--- src/design/assert_macros.svh ---
// Assertion macros used by pwm_frequency_retune.
`ifndef ASSERT_MACROS_SVH
`define ASSERT_MACROS_SVH
`ifndef SYNTHESIS
// Check a boolean at every clock edge outside reset.
`define ASSERT_ALWAYS(lbl, clk, rst_n, expr) \
  lbl: assert property (@(posedge clk) disable iff (!rst_n) (expr)) \
    else $error("assertion failed");
// Check that an antecedent implies a consequent in the same cycle.
`define ASSERT_IMPLY(lbl, clk, rst_n, ante, cons) \
  lbl: assert property (@(posedge clk) disable iff (!rst_n) (ante) |-> (cons)) \
    else $error("assertion failed");
// Check that an antecedent implies a consequent in the next cycle.
`define ASSERT_NEXT(lbl, clk, rst_n, ante, cons) \
  lbl: assert property (@(posedge clk) disable iff (!rst_n) (ante) |=> (cons)) \
    else $error("assertion failed");
`else
`define ASSERT_ALWAYS(lbl, clk, rst_n, expr)
`define ASSERT_IMPLY(lbl, clk, rst_n, ante, cons)
`define ASSERT_NEXT(lbl, clk, rst_n, ante, cons)
`endif
`endif

--- src/design/pfr_pkg.sv ---
// Widths and constants of the PWM frequency retune block.
package pfr_pkg;

  localparam int CLOCK_W   = 27;
  localparam int FREQ_W    = 32;
  localparam int CHAN_W    = 3;
  localparam int MATCH_W   = 16;
  localparam int PERIOD_W  = 16;
  localparam int PRESC_W   = 3;

  localparam logic [CLOCK_W-1:0]  CLOCK_HZ_RESET = CLOCK_W'(20971520);
  localparam logic [PERIOD_W-1:0] PERIOD_MAX     = 16'hFFFF;
  localparam logic [PRESC_W-1:0]  PRESCALE_MAX   = 3'b111;

  // Shared divider: 32-bit dividend, 32-bit divisor, one quotient bit a step
  localparam int DIV_W     = 32;
  localparam int DIV_STEPS = DIV_W;
  localparam int DIV_CNT_W = $clog2(DIV_STEPS);

endpackage

--- src/design/pwm_frequency_retune.sv ---
// PWM frequency retune: one shared restoring divider under a small sequencer.
// A request with a nonzero frequency and a nonzero stored period runs from
// acceptance through the period division clock_hz / wanted_freq, prescale
// normalization (one halving per cycle), a multiply step, the match rescale
// division and a step to post the result; the idle state then takes the
// next request. Both divisions run one quotient bit per cycle on the same
// subtractor. A rejected request (zero frequency or zero stored period) goes
// straight to the final step. in_stall stays high while a request is in work;
// a finished result sits in the output register, so a new request is taken
// while it waits. Further stall of the output while the next result is ready
// holds the sequencer in its final step. The user must write cfg_clock_hz
// only while idle; the block itself does not enforce it.
`include "assert_macros.svh"

module pwm_frequency_retune (
  input  logic                          clk,
  input  logic                          rst_n,
  // configuration
  input  logic                          cfg_wr_en,
  input  logic [pfr_pkg::CLOCK_W-1:0]   cfg_clock_hz,
  // request channel
  input  logic                          in_valid,
  output logic                          in_stall,
  input  logic [pfr_pkg::FREQ_W-1:0]    in_wanted_freq,
  input  logic [pfr_pkg::CHAN_W-1:0]    in_target_channel,
  input  logic [pfr_pkg::MATCH_W-1:0]   in_current_match,
  // result channel
  output logic                          out_valid,
  input  logic                          out_stall,
  output logic [pfr_pkg::PERIOD_W-1:0]  out_new_period,
  output logic [pfr_pkg::PRESC_W-1:0]   out_new_prescale,
  output logic [pfr_pkg::MATCH_W-1:0]   out_new_match,
  output logic [pfr_pkg::CHAN_W-1:0]    out_match_channel,
  output logic                          out_error_flag
);
  import pfr_pkg::*;

  typedef enum logic [2:0] {
    ST_IDLE,
    ST_DIV1,
    ST_NORM,
    ST_MUL,
    ST_DIV2,
    ST_FINISH
  } state_t;

  localparam logic [DIV_CNT_W-1:0] CNT_LAST = DIV_CNT_W'(DIV_STEPS - 1);

  state_t                state_r;
  logic [CLOCK_W-1:0]    clock_hz_r;
  logic [PERIOD_W-1:0]   stored_period_r;

  // divider registers
  logic [DIV_W-1:0]      rem_r;
  logic [DIV_W-1:0]      quo_r;
  logic [DIV_W-1:0]      dvs_r;
  logic [DIV_CNT_W-1:0]  cnt_r;

  // request payload and working values
  logic [CHAN_W-1:0]     chan_r;
  logic [MATCH_W-1:0]    match_r;
  logic [DIV_W-1:0]      count_r;
  logic [PRESC_W-1:0]    ps_r;
  logic                  err_r;

  // output register
  logic                  out_valid_r;
  logic [PERIOD_W-1:0]   out_period_r;
  logic [PRESC_W-1:0]    out_prescale_r;
  logic [MATCH_W-1:0]    out_match_r;
  logic [CHAN_W-1:0]     out_chan_r;
  logic                  out_err_r;

  logic                  in_take;
  logic                  out_free;
  logic [DIV_W:0]        rem_sh;
  logic [DIV_W+1:0]      diff;
  logic                  ge;
  logic [DIV_W-1:0]      rem_nxt;
  logic [DIV_W-1:0]      quo_nxt;
  logic [DIV_W-1:0]      product;

  // one restoring division step: shift in next dividend bit, try subtract
  always_comb begin
    rem_sh  = {rem_r, quo_r[DIV_W-1]};
    diff    = {1'b0, rem_sh} - {2'b00, dvs_r};
    ge      = ~diff[DIV_W+1];
    rem_nxt = ge ? diff[DIV_W-1:0] : rem_sh[DIV_W-1:0];
    quo_nxt = {quo_r[DIV_W-2:0], ge};
  end

  assign product  = {{(DIV_W-MATCH_W){1'b0}}, match_r} *
                    {{(DIV_W-PERIOD_W){1'b0}}, count_r[PERIOD_W-1:0]};
  assign in_take  = in_valid && (state_r == ST_IDLE);
  assign out_free = !out_valid_r || !out_stall;

  // sequencer, state and output register
  always_ff @(posedge clk) begin
    if (!rst_n) begin
      state_r         <= ST_IDLE;
      clock_hz_r      <= CLOCK_HZ_RESET;
      stored_period_r <= PERIOD_MAX;
      out_valid_r     <= 1'b0;
    end else begin
      if (cfg_wr_en) begin
        clock_hz_r <= cfg_clock_hz;
      end
      // drop the result once taken, unless the next one is posted now
      if (out_valid_r && !out_stall && (state_r != ST_FINISH)) begin
        out_valid_r <= 1'b0;
      end
      case (state_r)
        ST_IDLE: begin
          if (in_take) begin
            chan_r  <= in_target_channel;
            match_r <= in_current_match;
            rem_r   <= '0;
            quo_r   <= DIV_W'(clock_hz_r);
            dvs_r   <= in_wanted_freq;
            cnt_r   <= '0;
            ps_r    <= '0;
            err_r   <= (in_wanted_freq == '0) || (stored_period_r == '0);
            if ((in_wanted_freq == '0) || (stored_period_r == '0)) begin
              state_r <= ST_FINISH;
            end else begin
              state_r <= ST_DIV1;
            end
          end
        end
        ST_DIV1: begin
          rem_r <= rem_nxt;
          quo_r <= quo_nxt;
          cnt_r <= cnt_r + 1'b1;
          if (cnt_r == CNT_LAST) begin
            // count wraps to all ones when the quotient is zero
            count_r <= quo_nxt - 1'b1;
            state_r <= ST_NORM;
          end
        end
        ST_NORM: begin
          // halve until the count fits the period width, saturate past max
          if (count_r[DIV_W-1:PERIOD_W] != '0) begin
            if (ps_r == PRESCALE_MAX) begin
              count_r <= DIV_W'(PERIOD_MAX);
              state_r <= ST_MUL;
            end else begin
              count_r <= count_r >> 1;
              ps_r    <= ps_r + 1'b1;
            end
          end else begin
            state_r <= ST_MUL;
          end
        end
        ST_MUL: begin
          rem_r   <= '0;
          quo_r   <= product;
          dvs_r   <= DIV_W'(stored_period_r);
          cnt_r   <= '0;
          state_r <= ST_DIV2;
        end
        ST_DIV2: begin
          rem_r <= rem_nxt;
          quo_r <= quo_nxt;
          cnt_r <= cnt_r + 1'b1;
          if (cnt_r == CNT_LAST) begin
            state_r <= ST_FINISH;
          end
        end
        ST_FINISH: begin
          // post the result once the output register is free
          if (out_free) begin
            out_valid_r    <= 1'b1;
            out_chan_r     <= chan_r;
            out_err_r      <= err_r;
            out_period_r   <= err_r ? '0 : count_r[PERIOD_W-1:0];
            out_prescale_r <= err_r ? '0 : ps_r;
            out_match_r    <= err_r ? '0 : quo_r[MATCH_W-1:0];
            if (!err_r) begin
              stored_period_r <= count_r[PERIOD_W-1:0];
            end
            state_r <= ST_IDLE;
          end
        end
        default: begin
          state_r <= ST_IDLE;
        end
      endcase
    end
  end

  assign in_stall          = (state_r != ST_IDLE);
  assign out_valid         = out_valid_r;
  assign out_new_period    = out_period_r;
  assign out_new_prescale  = out_prescale_r;
  assign out_new_match     = out_match_r;
  assign out_match_channel = out_chan_r;
  assign out_error_flag    = out_err_r;

  `ASSERT_NEXT(a_take_starts_work, clk, rst_n, in_valid && !in_stall, state_r != ST_IDLE)
  `ASSERT_IMPLY(a_err_zero_payload, clk, rst_n, out_valid_r && out_err_r, (out_period_r == '0) && (out_prescale_r == '0) && (out_match_r == '0))
  `ASSERT_IMPLY(a_result_from_finish, clk, rst_n, $rose(out_valid_r), $past(state_r == ST_FINISH))
  `ASSERT_IMPLY(a_period_update, clk, rst_n, $past(rst_n) && !$stable(stored_period_r), $past(state_r == ST_FINISH) && $past(!err_r))
  `ASSERT_IMPLY(a_norm_fits, clk, rst_n, state_r == ST_MUL, count_r[DIV_W-1:PERIOD_W] == '0)

endmodule
--- config.mk ---
export PLATFORM = sky130hd
export DESIGN_NAME = pwm_frequency_retune
export DESIGN_NICKNAME = d
export VERILOG_FILES = /design/src/design/pfr_pkg.sv /design/src/design/pwm_frequency_retune.sv
export VERILOG_INCLUDE_DIRS = /design/src /design/src/design
export SDC_FILE = /design/constraint.sdc
export NUM_CORES = 1
export LEC_CHECK = 0
export BUFFER_PORTS_ARGS = -buffer_cell sky130_fd_sc_hd__clkbuf_2
export CAP_MARGIN = 20
export CORE_AREA = 4 4 152 264
export CTS_CLUSTER_DIAMETER = 100
export DETAILED_ROUTE_END_ITERATION = 16
export DIE_AREA = 0 0 156 268
export PLACE_DENSITY = 0.79
export SETUP_SLACK_MARGIN = 0.15
export SYNTH_ARGS = -nofsm -noshare
export SYNTH_HDL_FRONTEND = slang
export SYNTH_SLANG_ARGS = --single-unit
--- constraint.sdc ---
create_clock -name clk -period 10.2 [get_ports clk]
set_input_delay 2.04 -clock clk [delete_from_list [all_inputs] [get_ports clk]]
set_output_delay 2.04 -clock clk [all_outputs]
set_load 0.01 [all_outputs]
Word-level counts from Yosys, hierarchy flattened
Cells that the tools add are included.

$add $sub $neg: 4. Multiply operators: 1. Div/mod/pow operators: 0. Order comparisons: 0. Equality and inequality tests: 15. Shift-type cells: 0. Muxes and demuxes: 28. Bitwise gates (word level): 2. Reductions and logical operators: 25.

Operator list (number): $mux 32 (6); $pmux 32 s3 (2); $pmux 32 s2 (2); $sub 33x32->34 (1); $logic_not 32->1 (1); $mul 16x16->32 (1); $sub 32x1->32 const B (1); $mux 31 (1); $mux 3 (10); $pmux 3 s6 (1); $logic_not 16->1 (1); $reduce_bool 16->1 (1); $pmux 5 s3 (1); $reduce_and 3->1 (5); $ne 2x2->1 const B (6); $reduce_and 5->1 (2); $eq 3x3->1 const B (3); $eq 3x2->1 const B (2); $ne 3x3->1 const B (2); $pmux 3 s2 (1); $reduce_bool 2->1 (3); $reduce_bool 3->1 (2); $add 5x1->5 const B (1); $eq 5x5->1 const B (1); 11 further kinds (18).

Flip-flop bits (word level): 242. Latch bits: 0. RAM bits: 0. Memory bits (read-only): 0. Output and inout port bits: 41. Logic and storage cells: 93. Memories: 0.

Depth between registers and ports, before layout
Word-level depth: 6. Depth in mapped cells: 25.

Worst setup path after synthesis
OpenSTA, ideal clock, no wires.

Kind: input-to-reg. Start: input rst_n. End: register cnt_r[0], enable pin. Library setup time: 0.602 ns. Arrival time: 7.492 ns. Required time: 9.598 ns. Setup slack: 2.106 ns. Stages: 3. Buffers on the path: 2. Path through: clkbuf_1 -> clkbuf_1 -> a21boi_0.

Longest elaborated chain between the ends: 1.

Ends and longest elaborated chain: from (decl) (line pwm_frequency_retune.sv:17) `input logic rst_n,`; $reduce_and 3->1 (no source line); to (signal assigned) (line pwm_frequency_retune.sv:133) `cnt_r <= cnt_r + 1'b1;`; to (signal assigned) (line pwm_frequency_retune.sv:164) `cnt_r <= cnt_r + 1'b1;`; to (decl) (line pwm_frequency_retune.sv:57) `logic [DIV_CNT_W-1:0] cnt_r;`.

No other way between the ends. A chain may end at the register's enable or synchronous reset.

Final worst setup path
Start: register count_r[1]. End: register quo_r[28], data pin.

Longest elaborated chain between the ends: 2.

Ends and longest elaborated chain: from (decl) (line pwm_frequency_retune.sv:62) `logic [DIV_W-1:0] count_r;`; from (signal assigned) (line pwm_frequency_retune.sv:136) `count_r <= quo_nxt - 1'b1;`; from (signal assigned) (line pwm_frequency_retune.sv:144) `count_r <= DIV_W'(PERIOD_MAX);`; from (signal assigned) (line pwm_frequency_retune.sv:147) `count_r <= count_r >> 1;`; $mul 16x16->32 (line pwm_frequency_retune.sv:92) `assign product = {{(DIV_W-MATCH_W){1'b0}}, match_r} *`; $pmux 32 s3 (line pwm_frequency_retune.sv:112) `case (state_r)`; to (signal assigned) (line pwm_frequency_retune.sv:118) `quo_r <= DIV_W'(clock_hz_r);`; to (signal assigned) (line pwm_frequency_retune.sv:132) `quo_r <= quo_nxt;`; to (signal assigned) (line pwm_frequency_retune.sv:156) `quo_r <= product;`; to (decl) (line pwm_frequency_retune.sv:55) `logic [DIV_W-1:0] quo_r;`.

No other way between the ends.

==> flow_summary.ini <==
[logic_synthesis]
register_bit_total_from_synthesis = 242
syn_area_mm2 = 0.0207
netlist_top_cells_area = sky130_fd_sc_hd__edfxtp_1 (28%), sky130_fd_sc_hd__fa_1 (19%), sky130_fd_sc_hd__ha_1 (8.5%)
synth_fp_nets = 2559
cell_type_contributing_the_most_total_cell_area_after_synthesis = sky130_fd_sc_hd__edfxtp_1
synth_xor_xnor_area_share_pct = 3.21
synth-compound-area-share_pct = 9.58
yosysUniqueCellTypes = 70
synth_enable_flop_cells = 195
synthesis.instances = 2140
synth_sequential_area_ratio_pct = 32.8
muxShareOfSynthArea_pct = 1.50
synth_area_per_cell_um2 = 9.68
synth_top_family_by_area = adder cells
synth_top_area_share_pct = 28.3
ys_warn_count = 0
synth_top_flop_cell = sky130_fd_sc_hd__edfxtp_1
post_synthesis_share_of_cell_area_spent_on_full_adders_half_adders_and_majority_gates_pct = 27.4
async_flop_share_pct = 0
post_synth_and_or_nand_nor_area_fraction_pct = 18.6

[worst_hold_path]
hold_path_startpoint = chan_r[2]
hold-path-cell-count = 0
hold-path-endpoint = out_match_channel[2]
worstHoldPathType = reg2reg

[global_route]
gr-usage-met2_pct = 50.1
grt_usage_pct = 27.3
grt_use_met3_pct = 3.06
grt_pass1_wl_um = 89000
globalRoute.totalOverflow = 0
grt_start_max_net_pins = 53
first_global_vias = 17121
number_of_antenna_violations_at_the_first_check_in_global_routing = 0
grt-busiest-layer = met2
groute.layer.met1.usage_pct = 27.8

[detailed_routing]
drc = 0
drt-vias-per-instance = 6.00
detailedRoute.firstIterationViolations = 1189
routed_wirelength_um = 57500
num_vias = 16220
drt_first_pass_iters = 5
post_drt_wl_per_cell_um = 21.3
final_antenna_net_count = 0

[critical_path]
crit_chain = nand2_1, fa_1, fa_1, fa_1, fa_1, inv_1, fa_1, inv_1, fa_1, inv_1, ha_1, and3_1, nand3_1, a32oi_1, a31oi_1, a21oi_1, a31oi_1, or4b_2, nand4_1
cp_top_family = adder cells
worst-setup-path-type = reg2reg
critical_path.reg2reg.endpoint = quo_r[28]
cp_num_buf_inv = 3
start_kind = flip-flop
crit_path_max_incr_delay_ps = 890
r2r_slack_ps = 3160
cp-end-kind = flip-flop
path_common_cell = sky130_fd_sc_hd__fa_1
crit_path_top_delay_cell = sky130_fd_sc_hd__edfxtp_1
cp_data_arrival_time_ps = 7450
worstReg2RegStart = count_r[1]
cp_max_fo = 19
cp_data_required_time_ps = 10610
r2r_cells = 19

[power_and_ir_drop]
cellPowerDensity_mw_per_mm2 = 206
vdd_ir_drop_max_mv = 0.187
power_leakage_nw = 9.99

[sta]
hold_viol = 0
max_slew_violation_count = 0
timing.final.setup_violations = 0
finalSetupTns_ps = 0
clock_skew_ps = 17.3
max-slew-margin-rel_pct = 22.9
achievable-frequency_mhz = 142
post-route-period-util_pct = 69.0
finalWorstPathRequiredPeriod_ps = 7040
timing_worst_slew_pin_value_ps = 1160
rsz0062_at_grt = false

[clock_network]
clk_pin_slew_ps = 70
cts_inserted_buffers = 25
cts_buffer_depth = 3
clock_sink_count = 242
h_tree_depth_reported_by_cts = 1
cts_resized = 0
post_cts_buffers = 0
cts_tree = built
ctsHoldBuffers = 0
clock_latency_ps = 550
clock-root-buffer = sky130_fd_sc_hd__clkbuf_16

[final_layout]
insertedDiodeCount = 0
mostFrequentLayoutCell = sky130_fd_sc_hd__nand2_1
final_layout_size_suffix_gt1_share_pct = 9.64
finalCoreUtilization_pct = 59.2
most-common-layout-cells = sky130_fd_sc_hd__nand2_1 (300), sky130_fd_sc_hd__inv_1 (276), sky130_fd_sc_hd__fa_1 (195), sky130_fd_sc_hd__edfxtp_1 (195)
num-nets-final = 2619
syn_to_final_growth_pct = 9.05

[floorplan]
initial_core_utilization_pct = 54.3
placeable_area_mm2 = 0.0382
num_rows = 95
die-area_mm2 = 0.0418
dieWidth_um = 156
boundaryPins = 124
die-height_um = 268

[outcome]
status = completed

[placed_design]
dp_hpwl_um = 43800
globalplace.congestion = 0.996
number_of_port_buffers = 123

[run]
timing.max_cap.violations = 0
## worst max-delay path by stage
| stage | endpoint | from | depth (start not counted) | slack, ps |
|---|---|---|---|---|
| finish | quo_r[28] | count_r[1] | 19 | 3160 |
| global route | quo_r[31] | count_r[7] | 22 | 2950 |
| CTS | quo_r[28] | count_r[1] | 19 | 3210 |
| detailed placement | quo_r[28] | count_r[1] | 19 | 3240 |
| global placement | quo_r[28] | count_r[1] | 19 | 3400 |
| floorplan | cnt_r[0] | rst_n | 3 | 2110 |
## cell type report
type	count	area [um^2]
clock buffer	30	654
clock inverter	16	240
fill	3153	15600
inverter	276	1040
multi-input combinational	1513	12500
sequential	242	6800
tap	485	607
timing repair buffer	142	758
## logic make-up (layout without fill, tap and decap cells)
| family | count (synthesis) | count (layout) |
|---|---|---|
| xor+xnor | 76 | 76 |
| flops | 242 | 242 |
| compound gates | 314 | 314 |
| fa+ha+maj | 336 | 336 |
| simple gates | 756 | 756 |
| buf+inv | 385 | 464 |
| mux | 31 | 31 |
## cells in the mapped netlist (all sizes together) (3+ instances only)
library cell,instances
a2111oi,3
a211o,6
a211oi,13
a21boi,4
a21o,23
a21oi,98
a221o,4
a22oi,22
a311oi,3
a31o,3
a31oi,12
a32oi,3
and2,142
and3,16
buf,12
clkbuf,97
dfxtp,47
edfxtp,195
fa,195
ha,141
inv,276
mux2i,31
nand2,300
nand2b,13
nand3,46
nand3b,3
nand4,9
nor2,53
nor2b,76
nor3,40
nor3b,7
nor4,23
o211ai,8
o21a,10
o21ai,69
o21bai,6
o22ai,6
o31a,5
o41ai,4
or2,6
or3,10
or4,6
xnor2,55
xor2,21
## stage by stage
step,cells,area (um^2),setup WS (ps),power (mW),hold slack (ps)
2_1_floorplan,2140,20700,2110,2.95,400
3_3_place_gp,2657,21700,3400,3.55,402
3_5_place_dp,2657,21700,3240,3.63,416
4_1_cts,2703,22600,3210,4.64,426
5_1_grt,2704,22600,2950,4.96,436
6_report,2704,22600,3160,4.66,431
## state kept, by name (all words and copies together), names as in the netlist
name	cells
out_error_flag	1
out_new_match	16
out_valid	1
state_r	3
dvs_r	32
rem_r	32
out_new_period	16
stored_period_r	16
clock_hz_r	27
quo_r	32
match_r	16
chan_r	3
out_match_channel	3
out_new_prescale	3
ps_r	3
count_r	32
err_r	1
cnt_r	5
## worst register-to-register path, stage by stage (launching register included)
cell,delay (ps)
sky130_fd_sc_hd__edfxtp_1,890
sky130_fd_sc_hd__nand2_1,180
sky130_fd_sc_hd__fa_1,540
sky130_fd_sc_hd__fa_1,570
sky130_fd_sc_hd__fa_1,450
sky130_fd_sc_hd__fa_1,550
sky130_fd_sc_hd__inv_1,50
sky130_fd_sc_hd__fa_1,470
sky130_fd_sc_hd__inv_1,50
sky130_fd_sc_hd__fa_1,470
sky130_fd_sc_hd__inv_1,70
sky130_fd_sc_hd__ha_1,370
sky130_fd_sc_hd__and3_1,210
sky130_fd_sc_hd__nand3_1,100
sky130_fd_sc_hd__a32oi_1,470
sky130_fd_sc_hd__a31oi_1,230
sky130_fd_sc_hd__a21oi_1,320
sky130_fd_sc_hd__a31oi_1,170
sky130_fd_sc_hd__or4b_2,630
sky130_fd_sc_hd__nand4_1,120
## report_power, final
| group | leakage [nW] | internal (mW) | total, mW | switching (mW) |
|---|---|---|---|---|
| Clock | 0.431 | 0.595 | 1.01 | 0.418 |
| Combinational | 7.35 | 0.988 | 2.43 | 1.44 |
| Sequential | 2.21 | 1.15 | 1.22 | 0.0720 |
| Total | 9.99 | 2.73 | 4.66 | 1.93 |
## layer usage
layer / share of wire (%) / wire length, um
met1: 32 / 18700
met3: 5.8 / 3360
met4: 9.0 / 5200
met2: 53 / 30300
met5: 0 / 0
Note: power is estimated with default switching activity, not from simulation.
